**src/sv/gbs_pkg.sv**
```systemverilog
package gbs_pkg;

   localparam int MAX_WIDTH  = 1024;
   localparam int MAX_HEIGHT = 1024;

   // field and register widths
   localparam int GRAY_W = 8;
   localparam int REG_W  = 11;
   localparam int SUM_W  = 8;

   // counters and clamped dimensions
   localparam int COL_W  = $clog2(MAX_WIDTH);
   localparam int OROW_W = $clog2(MAX_HEIGHT);
   localparam int IROW_W = $clog2(MAX_HEIGHT + 2);   // flush rows h and h+1
   localparam int WDIM_W = $clog2(MAX_WIDTH + 1);
   localparam int HDIM_W = $clog2(MAX_HEIGHT + 1);

   // line buffers and window hold floor(gray/9) = floor((r+g+b)/27), at most 28
   localparam int Q_W       = 5;
   localparam int RGB_SUM_W = 10;
   localparam int RECIP_W   = 10;
   localparam int RECIP27   = 607;                   // ceil(2^14 / 27)
   localparam int RECIP_SH  = 14;
   localparam int PROD_W    = RGB_SUM_W + RECIP_W;

   localparam logic [REG_W-1:0] FRAME_WIDTH_RESET  = REG_W'(640);
   localparam logic [REG_W-1:0] FRAME_HEIGHT_RESET = REG_W'(480);

   // configuration port
   localparam int CSR_AW = 3;
   localparam int CSR_DW = 32;

   typedef enum logic [0:0] {
      REG_FRAME_WIDTH  = 1'b0,
      REG_FRAME_HEIGHT = 1'b1
   } csr_reg_type;

   // output queue
   localparam int FIFO_DEPTH = 4;
   localparam int FIFO_AW    = $clog2(FIFO_DEPTH);
   localparam int FIFO_CW    = $clog2(FIFO_DEPTH + 1);

   typedef struct packed {
      logic [GRAY_W-1:0] red;
      logic [GRAY_W-1:0] green;
      logic [GRAY_W-1:0] blue;
      logic              is_pixel;
   } req_type;

   typedef struct packed {
      logic [SUM_W-1:0] smoothed;
      logic             frame_end;
   } rsp_type;

   typedef struct packed {
      logic [WDIM_W-1:0] width;
      logic [HDIM_W-1:0] height;
      logic              restart;
   } dims_type;

   // bit 0: offset -1, bit 1: offset 0, bit 2: offset +1
   typedef struct packed {
      logic [2:0] row_ok;
      logic [2:0] col_ok;
   } nbr_mask_type;

endpackage

```
**src/sv/gbs_csr.sv**
```systemverilog
module gbs_csr import gbs_pkg::*; (
   input  logic              clock,
   input  logic              reset,
   input  logic              csr_psel,
   input  logic              csr_penable,
   input  logic              csr_pwrite,
   input  logic [CSR_AW-1:0] csr_paddr,
   input  logic [CSR_DW-1:0] csr_pwdata,
   output logic [CSR_DW-1:0] csr_prdata,
   output logic              csr_pready,
   output dims_type          dims
);

   logic [REG_W-1:0] width_ff, width_in;
   logic [REG_W-1:0] height_ff, height_in;
   logic             wr;
   csr_reg_type      sel;

   assign wr         = csr_psel && csr_penable && csr_pwrite;
   assign sel        = csr_reg_type'(csr_paddr[2]);
   assign csr_pready = 1'b1;

   always_comb begin
      width_in  = width_ff;
      height_in = height_ff;
      if (wr) begin
         unique case (sel)
            REG_FRAME_WIDTH:  width_in  = csr_pwdata[REG_W-1:0];
            REG_FRAME_HEIGHT: height_in = csr_pwdata[REG_W-1:0];
            default:          width_in  = width_ff;
         endcase
      end
   end

   always_ff @(posedge clock) begin
      if (reset) begin
         width_ff  <= FRAME_WIDTH_RESET;
         height_ff <= FRAME_HEIGHT_RESET;
      end else begin
         width_ff  <= width_in;
         height_ff <= height_in;
      end
   end

   always_comb begin
      unique case (sel)
         REG_FRAME_WIDTH:  csr_prdata = CSR_DW'(width_ff);
         REG_FRAME_HEIGHT: csr_prdata = CSR_DW'(height_ff);
         default:          csr_prdata = '0;
      endcase
   end

   // a zero dimension is used as 1, oversize saturates
   always_comb begin
      if (width_ff == '0)
         dims.width = WDIM_W'(1);
      else if (int'(width_ff) > MAX_WIDTH)
         dims.width = WDIM_W'(MAX_WIDTH);
      else
         dims.width = WDIM_W'(width_ff);

      if (height_ff == '0)
         dims.height = HDIM_W'(1);
      else if (int'(height_ff) > MAX_HEIGHT)
         dims.height = HDIM_W'(MAX_HEIGHT);
      else
         dims.height = HDIM_W'(height_ff);

      dims.restart = wr;
   end

endmodule

```
**config.mk**
```make
export PLATFORM = sky130hd
export DESIGN_NAME = gbs_csr
export DESIGN_NICKNAME = d
export VERILOG_FILES = /design/src/sv/gbs_pkg.sv /design/src/sv/gbs_csr.sv
export SDC_FILE = /design/constraint.sdc
export NUM_CORES = 1
export LEC_CHECK = 0
export ABC_AREA = 0
export BUFFER_PORTS_ARGS = -buffer_cell sky130_fd_sc_hd__buf_2
export CORE_ASPECT_RATIO = 1.2
export CORE_MARGIN = 5
export CORE_UTILIZATION = 42
export DETAILED_ROUTE_END_ITERATION = 6
export GPL_ROUTABILITY_DRIVEN = 0
export PLACE_DENSITY = 0.83
export SLEW_MARGIN = 20
export SYNTH_ARGS = -nofsm -noshare
export SYNTH_HDL_FRONTEND = slang
export SYNTH_SLANG_ARGS = --single-unit
```
**constraint.sdc**
```tcl
create_clock -name clock -period 1.2 [get_ports clock]
set_input_delay 0.06 -clock clock [delete_from_list [all_inputs] [get_ports clock]]
set_output_delay 0.06 -clock clock [all_outputs]
set_load 0.02 [all_outputs]
```
# Word level (Yosys, flattened, before mapping)
# Cells that the tools add are included.
totals:
  wordCells: 16
  output_inout_bits: 56
  ramBits: 0
  mem_count: 0
  romBits: 0
  inputBits: 40
  latch_bits: 0
  ff_bits: 22
classes:
  n_shift: 0
  n_reduce_logical: 6
  mul: 0
  bitwise: 1
  n_eq_ne: 0
  muxes: 5
  addsub: 0
  n_lt_le_gt_ge: 2
  div: 0
ops:
  columns: ["operator", "count"]
  rows:
  - ["$pmux W32 S2", 1]
  - ["$mux W11", 4]
  - ["$gt A11 B11 Y1 const B", 2]
  - ["$logic_not A11 Y1", 2]
  - ["$reduce_and A2 Y1", 2]
  - ["$logic_and A1 B1 Y1", 2]
  - ["$not A1 Y1", 1]

# Logic depth before layout (Yosys ltp)
# Gate-level depths: netlist (run 1).
depth:
  word_depth: 3
  ltp_mapped: 4
  ltp_nobuf: 2

# Worst setup path after synthesis (run 1)
# Ideal clock, no wire load.
synth_path:
  kind: "register to output"
  from: "reg width_ff[10]"
  to: "out csr_prdata[10]"
  required_ns: 1.140
  path_buffers: 1
  path_stages_with_launch: 4
  setup_slack_ns: -0.054
  arrival_time_ns: 1.194
  cell_sequence: "dfxtp_1 -> clkbuf_1 -> inv_1 -> o21ai_0"
synth_between:
  elab_chain_cells: 1
synth_lines:
  columns: ["item", "line_no", "text"]
  rows:
  - ["start, declared", "gbs_csr.sv:14", "logic [REG_W-1:0] width_ff, width_in;"]
  - ["start signal, assigned", "gbs_csr.sv:40", "width_ff <= width_in;"]
  - ["$pmux W32 S2", "gbs_csr.sv:46", "unique case (sel)"]
  - ["end, declared", "gbs_csr.sv:9", "output logic [CSR_DW-1:0] csr_prdata,"]
# No other way between the ends. The select of a mux whose other input is x is not followed.

==> metrics.yaml, run 1 <==
crit_start: "height_ff[4]"
setup_viol: 3
hold_buffers: 0
p_leak_nw: 0.9228
post-route-period-util_pct: 107.3
wl_per_cell_um: 14.65
via_per_inst: 4.703
crit_slowest_cell: "dfxtp_2"
num-fill-cells: 283
multi_input_area_um2: 932.1
drt_iter0_markers: 39
crit_chain: "nor4_4 > a32o_1 > buf_6"
cts_tree: "done"
tns_ns: -0.1783
vias: 1171
crit_fanout: 2
rr_worst_depth: 4
syn_inst: 161
clock-sinks: 22
crit_path_end: "dims[1]"
htree_levels: 1
drc: 0
regToRegSetupSlack_ns: 0.32
dieArea_um2: 4708
grt_pass1_wl_um: 5430
period_needed_ns: 1.288
synth-simple-area-share_pct: 27.43
grt_use_total_pct: 14.58
rsz0062_at_grt: "true"
final_nets: 253
ir_drop_uv: 910.7
crit_arrival_ns: 1.23
area_growth_pct: 37.24
cts_made_buffers: 3
grt_max_degree: 36
synth_compound_area_share_pct: 1.736
wirelength_um: 3647
synthMuxAreaShare_pct: 23.09
worst_slack_ns: -0.08815
dr.pass1.iters: 4
synth_xor_area_share_pct: 0
syn_avg_cell_area_um2: 8.953
yosysTopAreaCell: "dfxtp_1"
worstReg2RegEnd: "width_ff[10]"
r2r_start: "width_ff[10]"
io_pins: 96
worstSkewPairLatency_ns: 0.27
cts_buffer_depth: 2
core_area_um2: 3338
grt_remaining_overflow: 0
critPathMaxStageDelay_ns: 0.35
violations: "negative setup slack"
status: "complete, but fails checks"
synth_seq_cells: 22
slew_viol_final: 0
antenna_left: 0
drv_cap: 0
crit_type: "register to output pin"
synth_warnings: 0
start_kind: "register"
netlist_area_um2: 1441
synth_top_family_by_area: "simple AND/OR/NAND/NOR gates"
grt_antenna_before_repair: 0
hold_viol: 0
synth_area_leaders: "dfxtp_1, mux2i_1, buf_4"
num_rows: 23
clock.fmax_mhz: 776.3
ys_seq_area_share_pct: 30.56
clk_pin_slew_ns: 0.09
initial_core_util_pct: 43.18
layout-drive-gt1-share_pct: 46.70
p_per_area_nw_per_um2: 929.0
diodes: 0
die_x_um: 63.48
hold_class: "input pin to register"
ff_latch_area_um2: 451.7
dieHeight_um: 74.17
synth_cell_types: 20
worstPathRequired_ns: 1.14
synth_top_area_share_pct: 30.56
first_global_vias: 1144
synthAdderAreaFrac_pct: 0
io_buffers: 50
place_ws_ns: 0.05230
fin_skew_ns: 0
endpoint_kind: "output pin"
cts_root_buf: "clkbuf_8"
hpwl_um: 2565
[through the flow]
| step | power [mW] | std cells | area, um2 | util, % | hold WS (ns) |
|---|---|---|---|---|---|
| floorplan | 1.057 | 181 | 1516 | - | 0.2153 |
| CTS | 1.800 | 247 | 1802 | 53.97 | 0.06208 |
| detailed placement | 1.090 | 241 | 1633 | 48.91 | 0.3381 |
| finish | 1.838 | 249 | 1978 | 59.26 | 0.05624 |
| global route | 1.901 | 249 | 1978 | 59.26 | 0.07051 |
| global placement | 1.085 | 241 | 1633 | 48.91 | 0.3330 |
[cell usage in the layout, fill, tap and decap left out, types with 2 or more instances in the layout]
cell / synthesis / routed
mux2_4: 0 / 3
nor2b_1: 18 / 11
conb_1: 2 / 22
mux2_2: 10 / 7
nor2_1: 13 / 13
nor4_4: 0 / 2
nand2b_1: 26 / 26
nor2b_4: 0 / 4
clkbuf_8: 0 / 3
dfxtp_2: 0 / 9
buf_2: 3 / 29
buf_6: 2 / 17
mux2i_1: 22 / 22
nor4_2: 0 / 2
nor2b_2: 0 / 3
buf_4: 23 / 13
dfxtp_1: 22 / 13
inv_1: 2 / 2
[cell usage after synthesis, drive strengths merged]
master,number
and4b,1
clkbuf,6
buf,28
dfxtp,22
nand2b,26
a32o,2
nand2,1
conb,2
nor2,13
and3,1
mux2i,22
nor4,4
and4,1
nor2b,18
nand4b,1
mux2,10
o21ai,1
inv,2
[critical path: cells and delay by family (launching register included)]
family	cells	cell delay, ns
flops	1	0.35
simple gates	1	0.28
compound gates	1	0.22
buf+inv	1	0.12
[registers in the layout, indices dropped and copies added, names as in the netlist]
register,flops
height_ff,11
width_ff,11
[timing repair]
action / 4_1_cts / 5_1_grt
resized for setup: 22 / 46
setup buffers: 2 / 2
pin swaps: 4 / 4
setup endpoints to repair: 4 / 15
[how the worst min path moves through the flow]
| stage | startpoint | endpoint | slack, ns | depth (start not counted) |
|---|---|---|---|---|
| after floorplan | csr_pwdata[5] | width_ff[5] | 0.22 | 2 |
| after global placement | csr_pwdata[8] | height_ff[8] | 0.33 | 3 |
| after detailed placement | csr_pwdata[5] | height_ff[5] | 0.34 | 3 |
| after CTS | csr_pwdata[7] | width_ff[7] | 0.06 | 3 |
| after global routing | csr_pwdata[4] | height_ff[4] | 0.07 | 3 |
| final | csr_pwdata[7] | width_ff[7] | 0.06 | 3 |
[area by class of cell]
type | instances | share of cell area (%)
Multi-Input combinational cell | 123 | 47.12
Clock inverter | 1 | 1.518
Timing Repair Buffer | 61 | 23.72
Clock buffer | 3 | 2.087
Inverter | 2 | 0.3795
Sequential cell | 22 | 22.83
Tap cell | 37 | 2.340
[kinds of logic after synthesis]
group / Yosys count
AO/OA/AOI/OAI: 3
multiplexers: 32
AND/OR/NAND/NOR: 66
other: 2
flip-flops: 22
buffers and inverters: 36
[layer usage]
| layer | up-vias | GRT usage (%) | share of wire, % |
|---|---|---|---|
| met5 | - | 0 | 0 |
| met4 | 0 | 6.467 | 1.1 |
| met3 | 4 | 3.474 | 8.0 |
| met2 | 48 | 25.62 | 51 |
| met1 | 538 | 16.87 | 40 |
| li1 | 581 | - | - |
[report_power, final]
group          leakage [nW]  internal, mW  switching [mW]  total (mW)
combinational         0.707         0.150           0.211       0.361
clock                0.0357         0.446           0.265       0.711
sequential            0.180         0.747          0.0194       0.766
No activity file was read; power rests on OpenSTA's default activity.
==> run 2: changes to the inputs <==
clock period = 1.25 ns   (was 1.2 ns; I/O delays follow)
==> run 2 against run 1 <==
The flow still finishes with violations (negative setup slack); combinational power decreased by 11%; sequential share of layout area increased by 1.2 points; sequential power decreased by 4.2%; clock skew unchanged; register-to-register slack improved by 0.06 ns; final area decreased by 5.3%; worst hold slack improved by 0.0031 ns; flip-flop and latch count unchanged; first-iteration DRC count decreased by 28%; critical path depth unchanged; critical path type unchanged.
==> metrics.yaml, run 2 (synthesis gave the netlist of run 1 again) <==
status: "complete, but fails checks"
violations: "negative setup slack"
via_per_inst: 4.852
area_growth_pct: 29.95
cts_buffer_depth: 2
dieArea_um2: 4708
drv_cap: 0
initial_core_util_pct: 43.18
crit_buf_inv: 1
tns_ns: -0.06431
cts_tree: "done"
vias: 1213
wirelength_um: 3562
drt_iter0_markers: 28
p_per_area_nw_per_um2: 921.0
first_global_vias: 1189
drt-met1-wl_um: 1392
clock.fmax_mhz: 773.8
crit_chain: "nor4_4 > a32o_2 > buf_6"
worstReg2RegEnd: "height_ff[10]"
crit_slowest_cell: "dfxtp_2"
holdWs_ns: 0.05935
clock-sinks: 22
rr_worst_depth: 4
path_depth: 3
worstSkewPairLatency_ns: 0.26
grt_antenna_before_repair: 0
route.met3.wl_um: 250
r2r_start: "height_ff[10]"
diodes: 0
io_buffers: 50
rsz0062_at_grt: "true"
period_needed_ns: 1.292
stdcell_count: 250
hold_class: "input pin to register"
crit_path_end: "dims[12]"
start_kind: "register"
num_rows: 23
io_pins: 96
design_area_um2: 1873
dr.pass1.iters: 4
slew_viol_final: 0
endpoint_kind: "output pin"
critPathMaxStageDelay_ns: 0.34
grt_max_degree: 38
post-route-period-util_pct: 103.4
crit_family: "flip-flops"
hpwl_um: 2574
crit_type: "register to output pin"
p_leak_nw: 0.8984
grt_use_total_pct: 14.07
layout_commonest_cell: "buf_2"
fin_skew_ns: 0
wl_per_cell_um: 14.25
cts_root_buf: "clkbuf_8"
setup_viol: 2
cts_made_buffers: 3
dr.max_layer_used: "met4"
antenna_left: 0
place_ws_ns: 0.1334
place_area_um2: 1610
ir_drop_uv: 587.9
grt_remaining_overflow: 0
crit_fanout: 2
clk_pin_slew_ns: 0.08
final_cell_mix: "buf_2, nand2b_1, mux2i_1, conb_1"
reg.largest.list: "height_ff x11, width_ff x11"
layout-drive-gt1-share_pct: 44.60
met2WireLength_um: 1867
dieHeight_um: 74.17
core_area_um2: 3338
hold_viol: 0
worst_slack_ns: -0.04238
crit_start: "width_ff[9]"
final_nets: 254
die_x_um: 63.48
dp_cells: 238
grt_pass1_wl_um: 5382
htree_levels: 1
regToRegSetupSlack_ns: 0.38
drc: 0
num-fill-cells: 311
crit_arrival_ns: 1.23
worstPathRequired_ns: 1.19
run 2: repair_timing:
action,4_1_cts,5_1_grt
gates resized for setup,15,24
hold buffers,0,0
setup buffers,3,5
setup endpoints to repair,3,9
pin swaps,4,2
run 2: cell type report:
type                       count  area [um2]  area share (%)
inverter                       2       7.507          0.4008
timing repair buffer          62       394.1           21.04
tap                           37       46.29           2.472
multi-input combinational    123       903.4           48.23
sequential                    22       450.4           24.05
clock buffer                   3       41.29           2.204
clock inverter                 1       30.03           1.603
run 2: per-stage QoR:
step	power [mW]	util, %
2_1_floorplan	1.015	-
3_3_place_gp	1.038	48.24
3_5_place_dp	1.042	48.24
4_1_cts	1.713	52.81
5_1_grt	1.781	56.11
6_report	1.725	56.11
run 2: tightest hold or removal path, stage by stage:
cell,delay [ns]
buf_2,0.10
nand2b_1,0.06
mux2i_1,0.06
run 2: worst min-delay path by stage:
| stage | startpoint | end | slack (ns) | depth (start not counted) |
|---|---|---|---|---|
| after floorplan | csr_pwdata[5] | width_ff[5] | 0.22 | 2 |
| after global placement | csr_pwdata[5] | height_ff[5] | 0.34 | 3 |
| after detailed placement | csr_pwdata[7] | width_ff[7] | 0.34 | 3 |
| after CTS | csr_pwdata[5] | width_ff[5] | 0.06 | 3 |
| after global routing | csr_pwdata[7] | width_ff[7] | 0.08 | 3 |
| final | csr_pwdata[5] | width_ff[5] | 0.06 | 3 |
run 2: per-layer routing:
| layer | vias to the layer above | GRT usage (%) |
|---|---|---|
| met1 | 569 | 17.03 |
| met2 | 49 | 24.83 |
| met3 | 8 | 2.266 |
| met4 | 0 | 5.774 |
| met5 | - | 0 |
| li1 | 587 | - |
run 2: where the power goes:
| part | switching (mW) | internal [mW] |
|---|---|---|
| Sequential | 0.0190 | 0.715 |
| Clock | 0.240 | 0.428 |
| Combinational | 0.197 | 0.126 |
| Total | 0.456 | 1.27 |
