===== src/sv/gbs_pkg.sv =====
package gbs_pkg;

   localparam int MAX_WIDTH  = 1024;
   localparam int MAX_HEIGHT = 1024;

   // field and register widths
   localparam int GRAY_W = 8;
   localparam int REG_W  = 11;
   localparam int SUM_W  = 8;

   // counters and clamped dimensions
   localparam int COL_W  = $clog2(MAX_WIDTH);
   localparam int OROW_W = $clog2(MAX_HEIGHT);
   localparam int IROW_W = $clog2(MAX_HEIGHT + 2);   // flush rows h and h+1
   localparam int WDIM_W = $clog2(MAX_WIDTH + 1);
   localparam int HDIM_W = $clog2(MAX_HEIGHT + 1);

   // line buffers and window hold floor(gray/9) = floor((r+g+b)/27), at most 28
   localparam int Q_W       = 5;
   localparam int RGB_SUM_W = 10;
   localparam int RECIP_W   = 10;
   localparam int RECIP27   = 607;                   // ceil(2^14 / 27)
   localparam int RECIP_SH  = 14;
   localparam int PROD_W    = RGB_SUM_W + RECIP_W;

   localparam logic [REG_W-1:0] FRAME_WIDTH_RESET  = REG_W'(640);
   localparam logic [REG_W-1:0] FRAME_HEIGHT_RESET = REG_W'(480);

   // configuration port
   localparam int CSR_AW = 3;
   localparam int CSR_DW = 32;

   typedef enum logic [0:0] {
      REG_FRAME_WIDTH  = 1'b0,
      REG_FRAME_HEIGHT = 1'b1
   } csr_reg_type;

   // output queue
   localparam int FIFO_DEPTH = 4;
   localparam int FIFO_AW    = $clog2(FIFO_DEPTH);
   localparam int FIFO_CW    = $clog2(FIFO_DEPTH + 1);

   typedef struct packed {
      logic [GRAY_W-1:0] red;
      logic [GRAY_W-1:0] green;
      logic [GRAY_W-1:0] blue;
      logic              is_pixel;
   } req_type;

   typedef struct packed {
      logic [SUM_W-1:0] smoothed;
      logic             frame_end;
   } rsp_type;

   typedef struct packed {
      logic [WDIM_W-1:0] width;
      logic [HDIM_W-1:0] height;
      logic              restart;
   } dims_type;

   // bit 0: offset -1, bit 1: offset 0, bit 2: offset +1
   typedef struct packed {
      logic [2:0] row_ok;
      logic [2:0] col_ok;
   } nbr_mask_type;

endpackage


===== src/sv/gbs_out_fifo.sv =====
module gbs_out_fifo import gbs_pkg::*; (
   input  logic               clock,
   input  logic               reset,
   input  logic               push,
   input  rsp_type            push_data,
   output logic               rsp_valid,
   input  logic               rsp_ready,
   output rsp_type            rsp_data,
   output logic [FIFO_CW-1:0] level
);

   rsp_type             slot_ff [FIFO_DEPTH];
   logic [FIFO_AW-1:0]  wr_ptr_ff, wr_ptr_in;
   logic [FIFO_AW-1:0]  rd_ptr_ff, rd_ptr_in;
   logic [FIFO_CW-1:0]  level_ff, level_in;
   logic                pop;

   assign pop       = rsp_valid && rsp_ready;
   assign rsp_valid = (level_ff != '0);
   assign rsp_data  = slot_ff[rd_ptr_ff];
   assign level     = level_ff;

   always_comb begin
      wr_ptr_in = push ? wr_ptr_ff + FIFO_AW'(1) : wr_ptr_ff;
      rd_ptr_in = pop  ? rd_ptr_ff + FIFO_AW'(1) : rd_ptr_ff;
      level_in  = level_ff + FIFO_CW'(push) - FIFO_CW'(pop);
   end

   always_ff @(posedge clock) begin
      if (push) begin
         slot_ff[wr_ptr_ff] <= push_data;
      end
   end

   always_ff @(posedge clock) begin
      if (reset) begin
         wr_ptr_ff <= '0;
         rd_ptr_ff <= '0;
         level_ff  <= '0;
      end else begin
         wr_ptr_ff <= wr_ptr_in;
         rd_ptr_ff <= rd_ptr_in;
         level_ff  <= level_in;
      end
   end

   a_no_overflow: assert property (@(posedge clock) disable iff (reset)
      push |-> (level_ff < FIFO_CW'(FIFO_DEPTH)) || pop)
      else $error("output queue overflow");

endmodule


===== config.mk =====
export PLATFORM = sky130hd
export DESIGN_NAME = gbs_out_fifo
export DESIGN_NICKNAME = d
export VERILOG_FILES = /design/src/sv/gbs_pkg.sv /design/src/sv/gbs_out_fifo.sv
export SDC_FILE = /design/constraint.sdc
export NUM_CORES = 1
export LEC_CHECK = 0
export ABC_AREA = 1
export BUFFER_PORTS_ARGS = -buffer_cell sky130_fd_sc_hd__buf_2
export CAP_MARGIN = 0
export CORE_UTILIZATION = 56
export CTS_CLUSTER_SIZE = 8
export DETAILED_ROUTE_END_ITERATION = 16
export PLACE_DENSITY = 0.78
export RECOVER_POWER = 100
export SKIP_LAST_GASP = 1
export SYNTH_ARGS = -nofsm -noshare
export SYNTH_HDL_FRONTEND = slang
export SYNTH_SLANG_ARGS = --single-unit

===== constraint.sdc =====
create_clock -name clock -period 2.3 [get_ports clock]
set_input_delay 0.23 -clock clock [delete_from_list [all_inputs] [get_ports clock]]
set_output_delay 0.23 -clock clock [all_outputs]
set_load 0.02 [all_outputs]

# Word-level counts from Yosys, hierarchy flattened
# Memories as Yosys holds them, arrays and structs flattened. A register that Yosys moved wholly into a read port is not among the register bits.
# Index checks and enable logic that the tools add are counted.
# totals
ff_bits	7
word_cells	14
output_inout_bits	13
input_bits	13
ram_bits	36
mem_count	1
# memory_table
name	words	width	read_ports	rd_clocked_by_memory_dff	wr	line_no	text
slot_ff	4	9	1	1	1	gbs_out_fifo.sv:12	rsp_type slot_ff [FIFO_DEPTH];
# classes
reduce_logical	2
addsub	4
n_mux	4
# op_table
cell	n
2-bit by 1-bit adder with 2-bit output (second input constant)	2
2-bit two-way mux	2
3-bit by 1-bit adder with 3-bit output	1
3-bit nonzero test	1
3-bit by 1-bit subtractor with 3-bit output	1
1-bit two-way mux	2
1-bit logical AND	1

# Depth between registers and ports, before layout
# Gate-level depths: netlist of run 1.
# depth
depth_word	4
depth_mapped	9
mapped_depth_nobuf	9

# Least setup slack after synthesis of run 1
# OpenSTA, ideal clock, no wires.
# synth_timing
path_type	reg-to-reg
from	reg level_ff[1], in the netlist level[1]
to	reg level_ff[2], in the netlist level[2]
t_arrival_ns	1.628
path_slack_ns	0.557
setup_ns	0.115
required_time_ns	2.185
path_buffers	0
path_stages_with_launch	9
period_less_slack_ns	1.743
cell_sequence	dfxtp_1 > nor2_2 > a21boi_0 > ha_1 > inv_1 > ha_1 > fa_1 > a21oi_1 > nor2_1
# synth_between
elab_chain_cells	3
word_cells_on_any_way	4
cone_classes	add/sub: 2; reduce/logical: 2
# synth_rtl
item	line_no	text
start: declaration	gbs_out_fifo.sv:15	logic [FIFO_CW-1:0] level_ff, level_in;
start signal: assignment	gbs_out_fifo.sv:43	level_ff <= level_in;
3-bit nonzero test	gbs_out_fifo.sv:19	assign rsp_valid = (level_ff != '0);
1-bit logical AND	gbs_out_fifo.sv:18	assign pop = rsp_valid && rsp_ready;
net pop	gbs_out_fifo.sv:16	logic pop;
3-bit by 1-bit subtractor with 3-bit output	gbs_out_fifo.sv:26	level_in = level_ff + FIFO_CW'(push) - FIFO_CW'(pop);
# The timed path passes the listed nets, and every way through them passes these cells.
# A chain may end at the register's enable or synchronous reset.

==> results of run 1 <==
-- kinds of logic (layout without fill, tap and decap cells) --
group	count (synthesis)	count (layout)	synth area share (%)
buffers and inverters	21	52	6.180
AOI/OAI and AO/OA	35	35	13.28
and+or+nand+nor	39	39	9.270
DFF	45	45	66.27
adders and majority gates	7	7	4.997
-- cell type report --
| type | instances | area (um2) |
|---|---|---|
| fill | 252 | 1040 |
| clock buffer | 7 | 65.06 |
| sequential | 45 | 1261 |
| clock inverter | 1 | 5.005 |
| timing repair buffer | 26 | 107.6 |
| inverter | 18 | 75.07 |
| multi-input combinational | 81 | 519.2 |
| tap | 44 | 55.05 |
-- through the flow --
step	instances	setup slack, ns	utilization (%)	area (um2)
2_1_floorplan	147	0.5569	-	1903
3_3_place_gp	214	0.6298	65.48	2048
3_5_place_dp	214	0.5367	65.48	2048
4_1_cts	222	0.3159	67.72	2118
5_1_grt	222	0.1694	66.76	2088
6_report	222	0.2818	66.76	2088
-- registers in the layout (all words and copies together) (netlist names), named ones only --
register / flops
level: 3
slot_ff: 36
wr_ptr_ff: 2
rd_ptr_ff: 2
-- worst register-to-register path, stage by stage (launching register included) --
cell	delay, ns
dfxtp_1	0.36
nor2_1	0.14
a21boi_0	0.12
ha_1	0.29
inv_1	0.04
ha_1	0.18
fa_1	0.38
a21oi_1	0.13
nor2_1	0.05
-- per-layer routing --
| layer | part of all wire, % | GRT usage, % | up-vias | wire [um] |
|---|---|---|---|---|
| li1 | - | - | 569 | - |
| met3 | 3.5 | 7.792 | 4 | 113 |
| met5 | 0 | 0 | - | 0 |
| met2 | 53 | 35.32 | 20 | 1705 |
| met1 | 43 | 24.16 | 547 | 1381 |
| met4 | 1.2 | 7.641 | 0 | 40 |
-- final timing paths --
check	endpoint	slack (ns)	cells after the start
max reg2reg	level[2]	0.53	8
min	level[1]	0.06	2
min reg2reg	rd_ptr_ff[0]	0.52	2
max	rsp_data[0]	0.28	4
-- power by group --
group          internal, mW  switching [mW]  leakage, nW
registers             0.949          0.0601        0.405
logic                 0.207           0.439        0.340
clock network         0.177           0.236       0.0413
-- placed cells by master (no fill, tap or decap), drive strengths merged, types with 2 or more instances in the layout --
cell,instances
edfxtp,36
clkbuf,27
nor2,25
o21ai,20
inv,18
nand2,12
o22ai,9
dfxtp,9
ha,6
buf,6
a21oi,5
nand3,2
==> impl_metrics.json, run 1 <==
{
  "status": "finished clean",
  "postCtsSetupRepairBufs": 0,
  "slowest_stage": "dfxtp_1",
  "synth.top_cells.by_count": "36 x edfxtp_1, 18 x o21ai_0, 16 x inv_1, 15 x nor2_1, 11 x nand2_1",
  "synthArstFlopShare_pct": 0,
  "whs_ns": 0.05586,
  "synth_edf_count": 36,
  "cp-end-kind": "output port",
  "hold_viol": 0,
  "synth.top_cell.area_share_pct": 56.80,
  "grt_pass1_vias": 1186,
  "holdBufCountCts": 0,
  "max_freq_ghz": 0.4955,
  "ctsRootBufferMaster": "clkbuf_4",
  "die_w_um": 60.30,
  "cp_cell_sequence": "buf_4, o21ai_0, o22ai_2, clkbuf_1",
  "path_buf_inv": 2,
  "hold_path_class": "in2reg",
  "cp.required_ns": 2.07,
  "syn_avg_cell_area_um2": 12.95,
  "dp_hpwl_um": 2234,
  "io_buffer_count": 25,
  "finClkSkew_ns": 0.002955,
  "std_cell_rows": 20,
  "synth_seq_cells": 45,
  "maxCapViolCount": 0,
  "synth_flop_cell": "edfxtp_1",
  "period_minus_slack_ns": 2.018,
  "synth.distinct_cells": 19,
  "ctsLongestPathBuffers": 2,
  "grt_max_degree": 19,
  "irDropWorstVdd_uv": 503.0,
  "power_density_nw_per_um2": 990.3,
  "final-max-slew-violation-count": 0,
  "rsz0062_at_grt": "false",
  "total_power_mw": 2.068,
  "relSlewSlack_pct": 68.28,
  "via_per_inst": 5.135,
  "yosysSeqAreaShare_pct": 66.27,
  "reg2reg_from": "level[1]",
  "clock_sink_count": 45,
  "synth.largest_area_cell": "edfxtp_1",
  "crit_path_max_fanout": 10,
  "numCtsBuffers": 5,
  "fin_crit_sh_pct": 87.75,
  "initial_core_util_pct": 60.84,
  "worst_setup_path_start_kind": "flip-flop",
  "p_leak_nw": 0.7864,
  "grt_usage_pct": 20.92,
  "setup_viol": 0,
  "drive_gt1_share_pct": 20.22,
  "tightest_slew_ns": 0.4752,
  "drc": 0,
  "nets": 197,
  "clk_latency_ns": 0.35,
  "dr.pass1.iters": 4,
  "cts.repair.resized": 0,
  "cp_top_family": "flip-flops",
  "cp.arrival_ns": 1.79,
  "hold_start": "reset",
  "syn_to_final_growth_pct": 9.730,
  "grt_pass1_wl_um": 5147,
  "clkTransAtPathRegs_ns": 0.12,
  "routed_wl_um": 3241,
  "htree_levels": 2,
  "via_count": 1140,
  "critPathMaxStageDelay_ns": 0.64,
  "insertedDiodeCount": 0,
  "die_area_um2": 3635,
  "antenna_found_initial": 0,
  "gp_congestion": 0.7466,
  "syn_inst": 147,
  "syn_area_um2": 1903,
  "crit_type": "reg2out",
  "overflow": 0,
  "syn-num-nets": 167,
  "cts_tree": "done",
  "setup_tns_ns": 0,
  "coreArea_um2": 3128,
  "io_pins": 26,
  "yosysMostFrequentCell": "edfxtp_1",
  "antenna_left": 0,
  "synthTopCellsByArea": "edfxtp_1 57%, dfxtp_1 9.5%, o22ai_2 5.9%, o21ai_0 4.7%, ha_1 3.9%",
  "die_y_um": 60.30,
  "wl_per_cell_um": 14.60,
  "drtIter0Drc": 59,
  "ys_warn_count": 0
}
Note: power is estimated with default switching activity, not from simulation.
==> inputs of run 2 (changes only) <==
--- a/config.mk
+++ b/config.mk
@@ -11,6 +11,7 @@
 export CORE_UTILIZATION = 56
 export CTS_CLUSTER_SIZE = 8
 export DETAILED_ROUTE_END_ITERATION = 16
+export MAX_ROUTING_LAYER = met4
 export PLACE_DENSITY = 0.78
 export RECOVER_POWER = 100
 export SKIP_LAST_GASP = 1
==> impl_metrics.json, run 2 (same netlist as run 1, synthesis figures left out) <==
{
  "status": "finished clean",
  "internal_power_mw": 1.333,
  "max_freq_ghz": 0.4960,
  "setup_viol": 0,
  "instances_no_fill": 222,
  "final-max-slew-violation-count": 0,
  "die_y_um": 60.30,
  "numCtsBuffers": 5,
  "io_buffer_count": 25,
  "regMostFlops": "slot_ff",
  "regToRegSetupSlack_ns": 0.53,
  "register_area_um2": 1261,
  "cp-end-kind": "output port",
  "cp.required_ns": 2.07,
  "final_common_cell": "edfxtp_1",
  "cp_cell_sequence": "buf_4, o21ai_0, o22ai_2, clkbuf_1",
  "combinationalPowerShare_pct": 31.2,
  "relSlewSlack_pct": 68.29,
  "largest_reg_flops": 36,
  "wl_per_cell_um": 14.61,
  "place_inst": 214,
  "clkTransAtPathRegs_ns": 0.12,
  "finClkSkew_ns": 0.005455,
  "antenna_left": 0,
  "drc": 0,
  "cts_tree": "done",
  "syn_to_final_growth_pct": 9.730,
  "fin_crit_sh_pct": 87.65,
  "maxCapViolCount": 0,
  "holdBufCountCts": 0,
  "most-common-layout-cells": "36 x edfxtp_1, 20 x clkbuf_1, 18 x o21ai_0",
  "crit_type": "reg2out",
  "insertedDiodeCount": 0,
  "antenna_found_initial": 0,
  "reg2reg_from": "level[1]",
  "power_density_nw_per_um2": 989.5,
  "irDropWorstVdd_uv": 502.0,
  "path_buf_inv": 2,
  "grt_pass1_vias": 1187,
  "tightest_slew_ns": 0.4750,
  "slowest_stage": "dfxtp_1",
  "via_per_inst": 5.176,
  "ctsRootBufferMaster": "clkbuf_4",
  "dr.pass1.iters": 4,
  "via_count": 1149,
  "p_seq_share_pct": 48.8,
  "cts.repair.resized": 0,
  "hold_start": "reset",
  "std_cell_rows": 20,
  "swShare_pct": 35.47,
  "htree_levels": 2,
  "setup_tns_ns": 0,
  "coreArea_um2": 3128,
  "nets": 197,
  "clock_sink_count": 45,
  "grt_max_degree": 19,
  "crit_path_max_fanout": 10,
  "die_area_um2": 3635,
  "grt_usage_pct": 21.56,
  "io_pins": 26,
  "critPathMaxStageDelay_ns": 0.64,
  "routed_wl_um": 3244,
  "rsz0062_at_grt": "false",
  "overflow": 0,
  "multi_input_area_um2": 519.2,
  "die_w_um": 60.30,
  "period_minus_slack_ns": 2.016,
  "drtIter0Drc": 57,
  "p_leak_nw": 0.7864,
  "ctsLongestPathBuffers": 2,
  "cp_top_family": "flip-flops",
  "grt_pass1_wl_um": 5147,
  "initial_core_util_pct": 60.84,
  "fill_cells": 252,
  "drive_gt1_share_pct": 20.22,
  "postCtsSetupRepairBufs": 0,
  "gp_congestion": 0.7560,
  "power_frac_clock_pct": 19.9,
  "p_switching_uw": 732.9,
  "hold_viol": 0,
  "hold_path_class": "in2reg",
  "cp.arrival_ns": 1.79,
  "worst_setup_path_start_kind": "flip-flop",
  "dp_hpwl_um": 2234,
  "clk_latency_ns": 0.34
}
## run 2: cell counts in the layout (fill, tap and decap cells not counted)
Identical to the previous run, type by type.
## run 2: stage by stage
| stage | hold WS [ns] | setup WS (ns) | power [mW] | area, um2 | util (%) |
|---|---|---|---|---|---|
| finish | 0.06243 | 0.2840 | 2.066 | 2088 | 66.76 |
| global route | 0.03051 | 0.1709 | 2.183 | 2088 | 66.76 |
| CTS | 0.04587 | 0.3159 | 2.116 | 2118 | 67.72 |
| detailed placement | 0.4258 | 0.5367 | 1.711 | 2048 | 65.48 |
| global placement | 0.4161 | 0.6298 | 1.669 | 2048 | 65.48 |
| floorplan | 0.3012 | 0.5569 | 1.547 | 1903 | - |
## run 2: path summary, 6_finish.rpt
kind,end,cells past startpoint
max,rsp_data[5],4
min,level[1],2
max reg2reg,level[2],8
min reg2reg,rd_ptr_ff[0],2
## run 2: power by group through the flow
stage,registers (mW),clock network [mW],logic [mW]
detailed placement,1.03,0,0.682
global route,1.02,0.447,0.717
global placement,1.02,0,0.645
CTS,1.01,0.420,0.685
floorplan,1.03,0,0.520
finish,1.01,0.412,0.646
## run 2: final cells by class
class / count / share of cell area, %
Clock inverter: 1 / 0.2397
Multi-Input combinational cell: 81 / 24.87
Timing Repair Buffer: 26 / 5.153
Clock buffer: 7 / 3.116
Tap cell: 44 / 2.636
Sequential cell: 45 / 60.40
Inverter: 18 / 3.595
## run 2: per-layer routing
layer / wire [um] / global-route usage [%] / vias to the layer above
met2: 1730 / 35.64 / 26
met4: 13 / 7.641 / 0
met1: 1366 / 24.16 / 552
li1: - / - / 569
met5: 0 / - / -
met3: 134 / 7.359 / 2
