`src/sv/gbs_pkg.sv`:
```
package gbs_pkg;

   localparam int MAX_WIDTH  = 1024;
   localparam int MAX_HEIGHT = 1024;

   // field and register widths
   localparam int GRAY_W = 8;
   localparam int REG_W  = 11;
   localparam int SUM_W  = 8;

   // counters and clamped dimensions
   localparam int COL_W  = $clog2(MAX_WIDTH);
   localparam int OROW_W = $clog2(MAX_HEIGHT);
   localparam int IROW_W = $clog2(MAX_HEIGHT + 2);   // flush rows h and h+1
   localparam int WDIM_W = $clog2(MAX_WIDTH + 1);
   localparam int HDIM_W = $clog2(MAX_HEIGHT + 1);

   // line buffers and window hold floor(gray/9) = floor((r+g+b)/27), at most 28
   localparam int Q_W       = 5;
   localparam int RGB_SUM_W = 10;
   localparam int RECIP_W   = 10;
   localparam int RECIP27   = 607;                   // ceil(2^14 / 27)
   localparam int RECIP_SH  = 14;
   localparam int PROD_W    = RGB_SUM_W + RECIP_W;

   localparam logic [REG_W-1:0] FRAME_WIDTH_RESET  = REG_W'(640);
   localparam logic [REG_W-1:0] FRAME_HEIGHT_RESET = REG_W'(480);

   // configuration port
   localparam int CSR_AW = 3;
   localparam int CSR_DW = 32;

   typedef enum logic [0:0] {
      REG_FRAME_WIDTH  = 1'b0,
      REG_FRAME_HEIGHT = 1'b1
   } csr_reg_type;

   // output queue
   localparam int FIFO_DEPTH = 4;
   localparam int FIFO_AW    = $clog2(FIFO_DEPTH);
   localparam int FIFO_CW    = $clog2(FIFO_DEPTH + 1);

   typedef struct packed {
      logic [GRAY_W-1:0] red;
      logic [GRAY_W-1:0] green;
      logic [GRAY_W-1:0] blue;
      logic              is_pixel;
   } req_type;

   typedef struct packed {
      logic [SUM_W-1:0] smoothed;
      logic             frame_end;
   } rsp_type;

   typedef struct packed {
      logic [WDIM_W-1:0] width;
      logic [HDIM_W-1:0] height;
      logic              restart;
   } dims_type;

   // bit 0: offset -1, bit 1: offset 0, bit 2: offset +1
   typedef struct packed {
      logic [2:0] row_ok;
      logic [2:0] col_ok;
   } nbr_mask_type;

endpackage

```
`src/sv/gbs_window.sv`:
```
module gbs_window import gbs_pkg::*; (
   input  logic             clock,
   input  logic             reset,
   input  logic             step,
   input  logic [Q_W-1:0]   col_above,
   input  logic [Q_W-1:0]   col_cur,
   input  logic [Q_W-1:0]   col_new,
   input  nbr_mask_type     mask,
   output logic [SUM_W-1:0] sum
);

   // index = column * 3 + row, column 0 is the oldest
   logic [Q_W-1:0]   win_ff [9];
   logic [Q_W-1:0]   win_in [9];
   logic [SUM_W-1:0] col_sum [3];

   always_comb begin
      for (int k = 0; k < 6; k++) begin
         win_in[k] = win_ff[k + 3];
      end
      win_in[6] = col_above;
      win_in[7] = col_cur;
      win_in[8] = col_new;
   end

   always_ff @(posedge clock) begin
      if (reset) begin
         for (int k = 0; k < 9; k++) begin
            win_ff[k] <= '0;
         end
      end else if (step) begin
         win_ff <= win_in;
      end
   end

   // out-of-frame neighbors add nothing
   always_comb begin
      for (int c = 0; c < 3; c++) begin
         col_sum[c] = '0;
         for (int r = 0; r < 3; r++) begin
            if (mask.col_ok[c] && mask.row_ok[r]) begin
               col_sum[c] = col_sum[c] + SUM_W'(win_in[c * 3 + r]);
            end
         end
      end
      sum = col_sum[0] + col_sum[1] + col_sum[2];
   end

endmodule

```
`config.mk`:
```
export PLATFORM = sky130hd
export DESIGN_NAME = gbs_window
export DESIGN_NICKNAME = d
export VERILOG_FILES = /design/src/sv/gbs_pkg.sv /design/src/sv/gbs_window.sv
export SDC_FILE = /design/constraint.sdc
export NUM_CORES = 1
export LEC_CHECK = 0
export BUFFER_PORTS_ARGS = -buffer_cell sky130_fd_sc_hd__buf_2
export CAP_MARGIN = 20
export CORE_ASPECT_RATIO = 0.75
export CORE_UTILIZATION = 65
export CTS_BUF_LIST = sky130_fd_sc_hd__clkbuf_4 sky130_fd_sc_hd__clkbuf_8
export DETAILED_ROUTE_END_ITERATION = 10
export GPL_ROUTABILITY_DRIVEN = 0
export PLACE_DENSITY_LB_ADDON = 0.1
export SLEW_MARGIN = 5
export SYNTH_ARGS = -nofsm -noshare
export SYNTH_HDL_FRONTEND = slang
export SYNTH_SLANG_ARGS = --single-unit
```
`constraint.sdc`:
```
create_clock -name clock -period 15.4 [get_ports clock]
set_input_delay 0.77 -clock clock [delete_from_list [all_inputs] [get_ports clock]]
set_output_delay 0.77 -clock clock [all_outputs]
set_load 0.01 [all_outputs]
```
== Yosys cells after proc, flatten, opt, wreduce, memory -nomap -nowiden ==
Index checks and enable logic that the tools add are counted.

* Register bits after elaboration: 30
* Input port bits: 24
* Output and inout port bits: 8
* Word-level logic and storage cells: 32

* Add/subtract/negate cells: 8
* Mux-type cells: 9
* Reduce and logical (&&, ||, !) cells: 9

{| class="wikitable"
|+ Operators by type and width
! kind !! number
|-
| adder 8 x 5 -> 8 bit || 6
|-
| two-way mux 8 bit || 6
|-
| adder 8 bit || 2
|-
| two-way mux 5 bit || 3
|-
| logical AND 1 bit || 9
|}

== Longest topological paths before layout ==
Gate-level depths: netlist of the first run.

* Depth in word-level cells: 8
* Gate-level depth with buffers: 24
* Gate-level depth less buffers: 22

== Worst setup path before layout of the first run ==
No wires, ideal clock.

* Kind: input port to output port
* Start point: input mask[3] in the netlist's numbering
* End point: output sum[7]
* Arrival: 5.325 ns
* Data required time: 14.630 ns
* Path slack: 9.305 ns
* Cell stages on the path: 23
* Buffers on the path: 3
* Cell sequence: buf_2 clkbuf_1 clkbuf_1 and3_1 ha_1 inv_1 fa_1 xnor2_1 nand2_1 o21ai_0 and2_1 ha_1 nor2b_1 o21ai_0 nand2b_1 a21oi_1 or3b_2 fa_1 inv_1 ha_1 and3_1 a211o_1 a311oi_1

* Longest elaborated chain between the ends: 8
* Elaborated cells between the ends (all ways): 20
* Those cells by class: add/sub (8); mux (9); reduce/logical (3)

{| class="wikitable"
|+ RTL lines
! element !! RTL line !! text
|-
| start: declaration || gbs_window.sv:8 || <nowiki>input nbr_mask_type mask,</nowiki>
|-
| logical AND 1 bit || gbs_window.sv:41 || <nowiki>if (mask.col_ok[c] && mask.row_ok[r]) begin</nowiki>
|-
| two-way mux 5 bit || gbs_window.sv:41 ||
|-
| adder 8 x 5 -> 8 bit || gbs_window.sv:42 || <nowiki>col_sum[c] = col_sum[c] + SUM_W'(win_in[c * 3 + r]);</nowiki>
|-
| two-way mux 8 bit || gbs_window.sv:41 ||
|-
| adder 8 x 5 -> 8 bit || gbs_window.sv:42 ||
|-
| two-way mux 8 bit || gbs_window.sv:41 ||
|-
| adder 8 bit || gbs_window.sv:46 || <nowiki>sum = col_sum[0] + col_sum[1] + col_sum[2];</nowiki>
|-
| adder 8 bit (*) || gbs_window.sv:46 ||
|-
| end: declaration || gbs_window.sv:9 || <nowiki>output logic [SUM_W-1:0] sum</nowiki>
|}

Every way passes the cells marked *; elsewhere a longest branch is shown, timed or not.

== Worst setup path after layout of the first run ==
Ends and elaborated chain as after synthesis.

==> results of run 1 <==
synth_stat cells, types with 2 or more instances:
cell,count
sky130_fd_sc_hd__inv_1,30
sky130_fd_sc_hd__nand2_1,28
sky130_fd_sc_hd__fa_1,13
sky130_fd_sc_hd__nor2b_1,10
sky130_fd_sc_hd__o311ai_0,2
sky130_fd_sc_hd__a21oi_1,15
sky130_fd_sc_hd__ha_1,35
sky130_fd_sc_hd__a21boi_0,2
sky130_fd_sc_hd__buf_2,6
sky130_fd_sc_hd__and2_1,10
sky130_fd_sc_hd__nand4_1,3
sky130_fd_sc_hd__xor2_1,6
sky130_fd_sc_hd__o21a_1,11
sky130_fd_sc_hd__nor3_1,4
sky130_fd_sc_hd__and3_1,16
sky130_fd_sc_hd__xnor2_1,10
sky130_fd_sc_hd__a41o_1,2
sky130_fd_sc_hd__nor3b_1,3
sky130_fd_sc_hd__o211ai_1,5
sky130_fd_sc_hd__or3_1,2
sky130_fd_sc_hd__dfxtp_1,30
sky130_fd_sc_hd__or3b_2,2
sky130_fd_sc_hd__clkbuf_1,14
sky130_fd_sc_hd__a211o_1,2
sky130_fd_sc_hd__mux2i_1,35
sky130_fd_sc_hd__nand2b_1,4
sky130_fd_sc_hd__a21o_1,3
sky130_fd_sc_hd__nor2_1,39
sky130_fd_sc_hd__nand3_1,5
sky130_fd_sc_hd__mux2_2,5
sky130_fd_sc_hd__o21ai_0,22
power breakdown:
group          leakage, nW  internal, mW  total (mW)  switching, mW
clock               0.0504        0.0481      0.0816         0.0335
combinational         1.41        0.0287      0.0661         0.0374
sequential           0.246        0.0813      0.0852        0.00395
total                 1.70         0.158       0.233         0.0748
per-stage QoR:
| stage | area, um2 | hold WS, ns |
|---|---|---|
| 6_report | 3460 | 0.520 |
| 3_5_place_dp | 3350 | 0.498 |
| 4_1_cts | 3460 | 0.519 |
| 2_1_floorplan | 3220 | 0.452 |
| 5_1_grt | 3460 | 0.539 |
| 3_3_place_gp | 3350 | 0.484 |
per-layer routing:
layer  share of wire  global-route usage  vias to the layer above
li1                -                   -                     1398
met1            0.48               0.419                     1308
met2            0.45               0.491                       74
met3           0.054              0.0410                        9
met4           0.013              0.0884                        0
met5               0                   0                        -
layout make-up:
type,instances,area share
Tap cell,57,0.0206
Sequential cell,30,0.173
Clock buffer,5,0.0199
Timing Repair Buffer,31,0.0448
Multi-Input combinational cell,310,0.695
Clock inverter,3,0.0130
Inverter,31,0.0336
kinds of logic (layout without fill, tap and decap cells):
family,after synthesis,after routing,share of synthesized area
xor+xnor,16,16,0.0435
compound gates,75,75,0.155
fa+ha+maj,49,49,0.220
mux,40,40,0.126
simple gates,130,130,0.202
flops,30,30,0.186
buf+inv,53,70,0.0668
final timing paths:
check	startpoint	endpoint	cells past startpoint	slack, ns
worst max-delay path	mask[3]	sum[7]	23	9.15
worst min-delay path	win_ff[15]$_SDFFE_PP0P_	win_ff[15]$_SDFFE_PP0P_	2	0.52
worst max register to register	win_ff[2]$_SDFFE_PP0P_	win_ff[17]$_SDFFE_PP0P_	2	14.68
worst min register to register	win_ff[15]$_SDFFE_PP0P_	win_ff[15]$_SDFFE_PP0P_	2	0.52
critical path, stage by stage:
cell and delay, ns:
sky130_fd_sc_hd__buf_2 0.35, sky130_fd_sc_hd__and2_1 0.26, sky130_fd_sc_hd__nand2_1 0.08, sky130_fd_sc_hd__xnor2_1 0.13, sky130_fd_sc_hd__ha_1 0.23, sky130_fd_sc_hd__a41oi_1 0.22, sky130_fd_sc_hd__xnor2_1 0.16, sky130_fd_sc_hd__nand2_1 0.09
sky130_fd_sc_hd__xor2_1 0.21, sky130_fd_sc_hd__and2_1 0.17, sky130_fd_sc_hd__ha_1 0.31, sky130_fd_sc_hd__nor2b_1 0.19, sky130_fd_sc_hd__o21ai_0 0.11, sky130_fd_sc_hd__o211a_1 0.20, sky130_fd_sc_hd__fa_1 0.58, sky130_fd_sc_hd__inv_1 0.06
sky130_fd_sc_hd__fa_1 0.47, sky130_fd_sc_hd__nor2b_1 0.16, sky130_fd_sc_hd__o21a_1 0.14, sky130_fd_sc_hd__o21a_1 0.16, sky130_fd_sc_hd__nor4_1 0.06, sky130_fd_sc_hd__a311oi_1 0.22, sky130_fd_sc_hd__buf_2 0.17
==> results.sh, run 1 <==
export IMPL_setup_viol=0
export IMPL_groute_usage_overall=0.302
export IMPL_average_footprint_of_a_synthesized_cell_um2=8.19
export IMPL_post_route_min_period_ns=6.25
export IMPL_timing_max_transition_violations_final=0
export IMPL_synth_flop_cell="sky130_fd_sc_hd__dfxtp_1"
export IMPL_total_of_flip_flops_plus_latches_after_synthesis=30
export IMPL_finalPower_mw=0.233
export IMPL_detail_route_vias_per_cell=5.97
export IMPL_ctsLongestPathBuffers=2
export IMPL_drtIter0Drc=130
export IMPL_min_path_type="reg -> reg"
export IMPL_largest_registers="win_ff (30)"
export IMPL_dr_pass1_iters=5
export IMPL_first_pass_grt_wire_length_mm=12.6
export IMPL_final_report_hold_violation_count=0
export IMPL_area_of_the_mapped_netlist_um2=3220
export IMPL_synth_lib_cells_used_distinct=50
export IMPL_postCtsSetupBuffers=0
export IMPL_critical_path_required_time_ns=14.63
export IMPL_wl_final_mm=7.38
export IMPL_synthesis_nets=465
export IMPL_largest_net_degree_at_the_start_of_global_routing=31
export IMPL_synthDominantAreaCellType="sky130_fd_sc_hd__dfxtp_1"
export IMPL_num_antenna_cells=0
export IMPL_unrepaired_setup_endpoints_after_global_routing="no"
export IMPL_syn_instance_count=393
export IMPL_path_clk_slew_ns=0.07
export IMPL_h_tree_depth_reported_by_cts=2
export IMPL_placeableCoreArea_um2=4600
export IMPL_irDropWorstVdd_uv=49.5
export IMPL_final_antenna_net_count=0
export IMPL_dp_cell_count=459
export IMPL_endpoint_kind="primary output"
export IMPL_width_of_the_chip_um=83.3
export IMPL_finalWorstSetupSlack_ns=9.15
export IMPL_routedWlPerCell_um=15.8
export IMPL_flip_flop_count_of_the_largest_register_all_copies_and_words_added=30
export IMPL_max_freq_ghz=0.160
export IMPL_synth_enable_flop_cells=0
export IMPL_synthesis_yosys_warnings=0
export IMPL_synth_area_top_cells="sky130_fd_sc_hd__dfxtp_1 (19%), sky130_fd_sc_hd__ha_1 (14%), sky130_fd_sc_hd__mux2i_1 (11%)"
export IMPL_tritoncts="built"
export IMPL_detailedPlace_worstSlack_ns=9.17
export IMPL_tritoncts_num_buffers=5
export IMPL_utilization=0.753
export IMPL_layout_cells_most_common_list="sky130_fd_sc_hd__nor2_1 (39), sky130_fd_sc_hd__mux2i_1 (35), sky130_fd_sc_hd__ha_1 (35)"
export IMPL_max_cap_viol_count=0
export IMPL_die_area_um2=5240
export IMPL_timing_setup_tns_ns=0
export IMPL_final_common_cell="sky130_fd_sc_hd__nor2_1"
export IMPL_worst_pin_slew_ns=0.909
export IMPL_layout_filler_cells=367
export IMPL_synth_sequential_area_ratio=0.186
export IMPL_portBuffers=31
export IMPL_worst_setup_path_start_kind="input pin"
export IMPL_fp_row_count=21
export IMPL_run_status="complete, no violations"
export IMPL_cellLeakagePower_nw=1.70
export IMPL_critical_path_arrival_ns=5.48
export IMPL_die_height_um=63.0
export IMPL_start_util=0.700
export IMPL_layout_drive_gt1_share=0.129
export IMPL_vias_in_the_first_global_route=2739
export IMPL_multi_input_comb_area_um2=2400
export IMPL_ctsRootBufferMaster="sky130_fd_sc_hd__clkbuf_8"
export IMPL_number_of_antenna_violations_at_the_first_check_in_global_routing=0
export IMPL_critical_path_peak_fanout=28
export IMPL_postCtsHoldBufs=0
export IMPL_syn_to_final_growth_pct=7.50
export IMPL_sink_count_of_the_clock_tree=30
export IMPL_crit_type="in -> out"
export IMPL_combined_flip_flop_and_latch_cell_area_um2=601
export IMPL_final_instance_count_excl_fill=467
export IMPL_finClkSkew_ns=0.00320
export IMPL_period_share=0.406
export IMPL_post_cts_resized_instances=0
export IMPL_register_name_with_the_most_flops="win_ff"
export IMPL_power_per_cell_area_nw_per_um2=67.3
export IMPL_drc_errors=0
export IMPL_design_portCount=32
export IMPL_max_slew_margin_rel=0.394
export IMPL_grt_ovfl_total=0
export IMPL_clk_latency_ns=0.29
export IMPL_synth_top_area_frac=0.186
export IMPL_via_count=2789
export IMPL_finish_net_count=481
export IMPL_dp_hpwl_mm=5.80
export IMPL_synth_async_sr_flop_share=0
No activity file was read; power rests on OpenSTA's default activity.
==> run 2, diff against run 1 <==
--- a/config.mk
+++ b/config.mk
@@ -8,7 +8,7 @@
 export BUFFER_PORTS_ARGS = -buffer_cell sky130_fd_sc_hd__buf_2
 export CAP_MARGIN = 20
 export CORE_ASPECT_RATIO = 0.75
-export CORE_UTILIZATION = 65
+export CORE_UTILIZATION = 62
 export CTS_BUF_LIST = sky130_fd_sc_hd__clkbuf_4 sky130_fd_sc_hd__clkbuf_8
 export DETAILED_ROUTE_END_ITERATION = 10
 export GPL_ROUTABILITY_DRIVEN = 0
==> constraint.sdc (replaced) <==
create_clock -name clock -period 6.5 [get_ports clock]
set_input_delay 0.325 -clock clock [delete_from_list [all_inputs] [get_ports clock]]
set_output_delay 0.325 -clock clock [all_outputs]
set_load 0.01 [all_outputs]
==> results.sh, run 2 (same netlist as run 1, synthesis figures left out) <==
export IMPL_number_of_antenna_violations_at_the_first_check_in_global_routing=0
export IMPL_layout_filler_cells=447
export IMPL_vias_in_the_first_global_route=2639
export IMPL_worst_setup_path_startpoint="mask[3]"
export IMPL_routedWlPerCell_um=15.6
export IMPL_unrepaired_setup_endpoints_after_global_routing="no"
export IMPL_largest_net_degree_at_the_start_of_global_routing=31
export IMPL_detail_route_vias_per_cell=5.91
export IMPL_die_height_um=64.4
export IMPL_postCtsSetupBuffers=0
export IMPL_detailedPlace_worstSlack_ns=1.24
export IMPL_worst_pin_slew_ns=0.936
export IMPL_dp_hpwl_mm=5.82
export IMPL_layout_cells_most_common_list="sky130_fd_sc_hd__nor2_1 (39), sky130_fd_sc_hd__mux2i_1 (35), sky130_fd_sc_hd__ha_1 (35)"
export IMPL_dr_pass1_iters=4
export IMPL_finClkSkew_ns=0.00214
export IMPL_wl_final_mm=7.33
export IMPL_final_report_hold_violation_count=0
export IMPL_max_cap_viol_count=0
export IMPL_num_antenna_cells=0
export IMPL_max_slew_margin_rel=0.376
export IMPL_utilization=0.696
export IMPL_drtIter0Drc=163
export IMPL_postCtsHoldBufs=0
export IMPL_clk_latency_ns=0.28
export IMPL_drc_errors=0
export IMPL_path_clk_slew_ns=0.06
export IMPL_h_tree_depth_reported_by_cts=2
export IMPL_largest_registers="win_ff (30)"
export IMPL_finalWorstSetupSlack_ns=1.17
export IMPL_width_of_the_chip_um=85.2
export IMPL_finish_net_count=481
export IMPL_tritoncts="built"
export IMPL_endpoint_kind="primary output"
export IMPL_timing_setup_tns_ns=0
export IMPL_final_area_um2=3450
export IMPL_via_count=2777
export IMPL_ctsLongestPathBuffers=2
export IMPL_worst_setup_path_start_kind="input pin"
export IMPL_start_util=0.650
export IMPL_area_after_dpl_um2=3350
export IMPL_post_route_min_period_ns=5.33
export IMPL_timing_max_transition_violations_final=0
export IMPL_min_from="col_new[2]"
export IMPL_min_path_type="in -> reg"
export IMPL_register_name_with_the_most_flops="win_ff"
export IMPL_power_per_cell_area_nw_per_um2=151
export IMPL_design_portCount=32
export IMPL_grt_ovfl_total=0
export IMPL_first_pass_grt_wire_length_mm=12.4
export IMPL_layout_drive_gt1_share=0.129
export IMPL_groute_usage_overall=0.292
export IMPL_flip_flop_count_of_the_largest_register_all_copies_and_words_added=30
export IMPL_max_freq_ghz=0.188
export IMPL_critical_path_arrival_ns=5.00
export IMPL_irDropWorstVdd_uv=101
export IMPL_die_area_um2=5490
export IMPL_portBuffers=31
export IMPL_worstReg2RegStart="win_ff[6]$_SDFFE_PP0P_"
export IMPL_period_share=0.819
export IMPL_final_antenna_net_count=0
export IMPL_cellLeakagePower_nw=1.71
export IMPL_final_common_cell="sky130_fd_sc_hd__nor2_1"
export IMPL_setup_viol=0
export IMPL_tritoncts_num_buffers=5
export IMPL_critical_path_required_time_ns=6.17
export IMPL_crit_type="in -> out"
export IMPL_fp_row_count=22
export IMPL_sink_count_of_the_clock_tree=30
export IMPL_syn_to_final_growth_pct=7.03
export IMPL_placeableCoreArea_um2=4950
export IMPL_critical_path_peak_fanout=28
export IMPL_run_status="complete, no violations"
export IMPL_ctsRootBufferMaster="sky130_fd_sc_hd__clkbuf_8"
export IMPL_post_cts_resized_instances=0
==> run 2: critical path, stage by stage <==
cell	delay, ns
sky130_fd_sc_hd__buf_2	0.34
sky130_fd_sc_hd__and2_1	0.24
sky130_fd_sc_hd__nand2_1	0.08
sky130_fd_sc_hd__xnor2_1	0.13
sky130_fd_sc_hd__ha_1	0.24
sky130_fd_sc_hd__a41oi_1	0.22
sky130_fd_sc_hd__xnor2_1	0.15
sky130_fd_sc_hd__nand2_1	0.08
sky130_fd_sc_hd__xor2_1	0.20
sky130_fd_sc_hd__and2_1	0.17
sky130_fd_sc_hd__ha_1	0.32
sky130_fd_sc_hd__nor2b_1	0.19
sky130_fd_sc_hd__o21ai_0	0.12
sky130_fd_sc_hd__o211a_1	0.20
sky130_fd_sc_hd__fa_1	0.58
sky130_fd_sc_hd__inv_1	0.07
sky130_fd_sc_hd__fa_1	0.45
sky130_fd_sc_hd__nor2b_1	0.14
sky130_fd_sc_hd__o21a_1	0.15
sky130_fd_sc_hd__o21a_1	0.16
sky130_fd_sc_hd__nor4_1	0.06
sky130_fd_sc_hd__a311oi_1	0.23
sky130_fd_sc_hd__buf_2	0.17
==> run 2: metrics by stage <==
step | hold WS, ns | power, mW | std cells
floorplan | 0.452 | 0.319 | 393
global placement | 0.485 | 0.356 | 462
detailed placement | 0.494 | 0.361 | 462
CTS | 0.308 | 0.523 | 470
global route | 0.333 | 0.550 | 470
finish | 0.311 | 0.520 | 470
==> run 2: layer usage <==
| layer | share of wire | global-route usage | vias to the layer above |
|---|---|---|---|
| met4 | 0.012 | 0.0805 | 0 |
| met5 | 0 | 0 | - |
| li1 | - | - | 1396 |
| met1 | 0.47 | 0.406 | 1285 |
| met2 | 0.44 | 0.466 | 88 |
| met3 | 0.074 | 0.0535 | 8 |
==> run 2: path summary, 6_finish.rpt <==
| kind | endpoint | slack (ns) | depth (start not counted) |
|---|---|---|---|
| max | sum[7] | 1.17 | 23 |
| min | win_ff[2]$_SDFFE_PP0P_ | 0.31 | 3 |
| max reg2reg | win_ff[6]$_SDFFE_PP0P_ | 5.73 | 2 |
| min reg2reg | win_ff[15]$_SDFFE_PP0P_ | 0.51 | 2 |
==> run 2: area by class of cell <==
cell class	instances	area, um2	share of cell area
well taps	60	75.1	0.0218
clock inverters	1	5.00	0.00145
flip-flops and latches	30	601	0.174
clock buffers	7	90.1	0.0261
repair buffers	31	155	0.0450
multi-input cells	310	2400	0.698
inverters	31	116	0.0338
==> run 2: power breakdown <==
group / internal, mW / switching, mW
logic: 0.0680 / 0.0887
clock network: 0.0895 / 0.0722
registers: 0.193 / 0.00900
total: 0.350 / 0.170
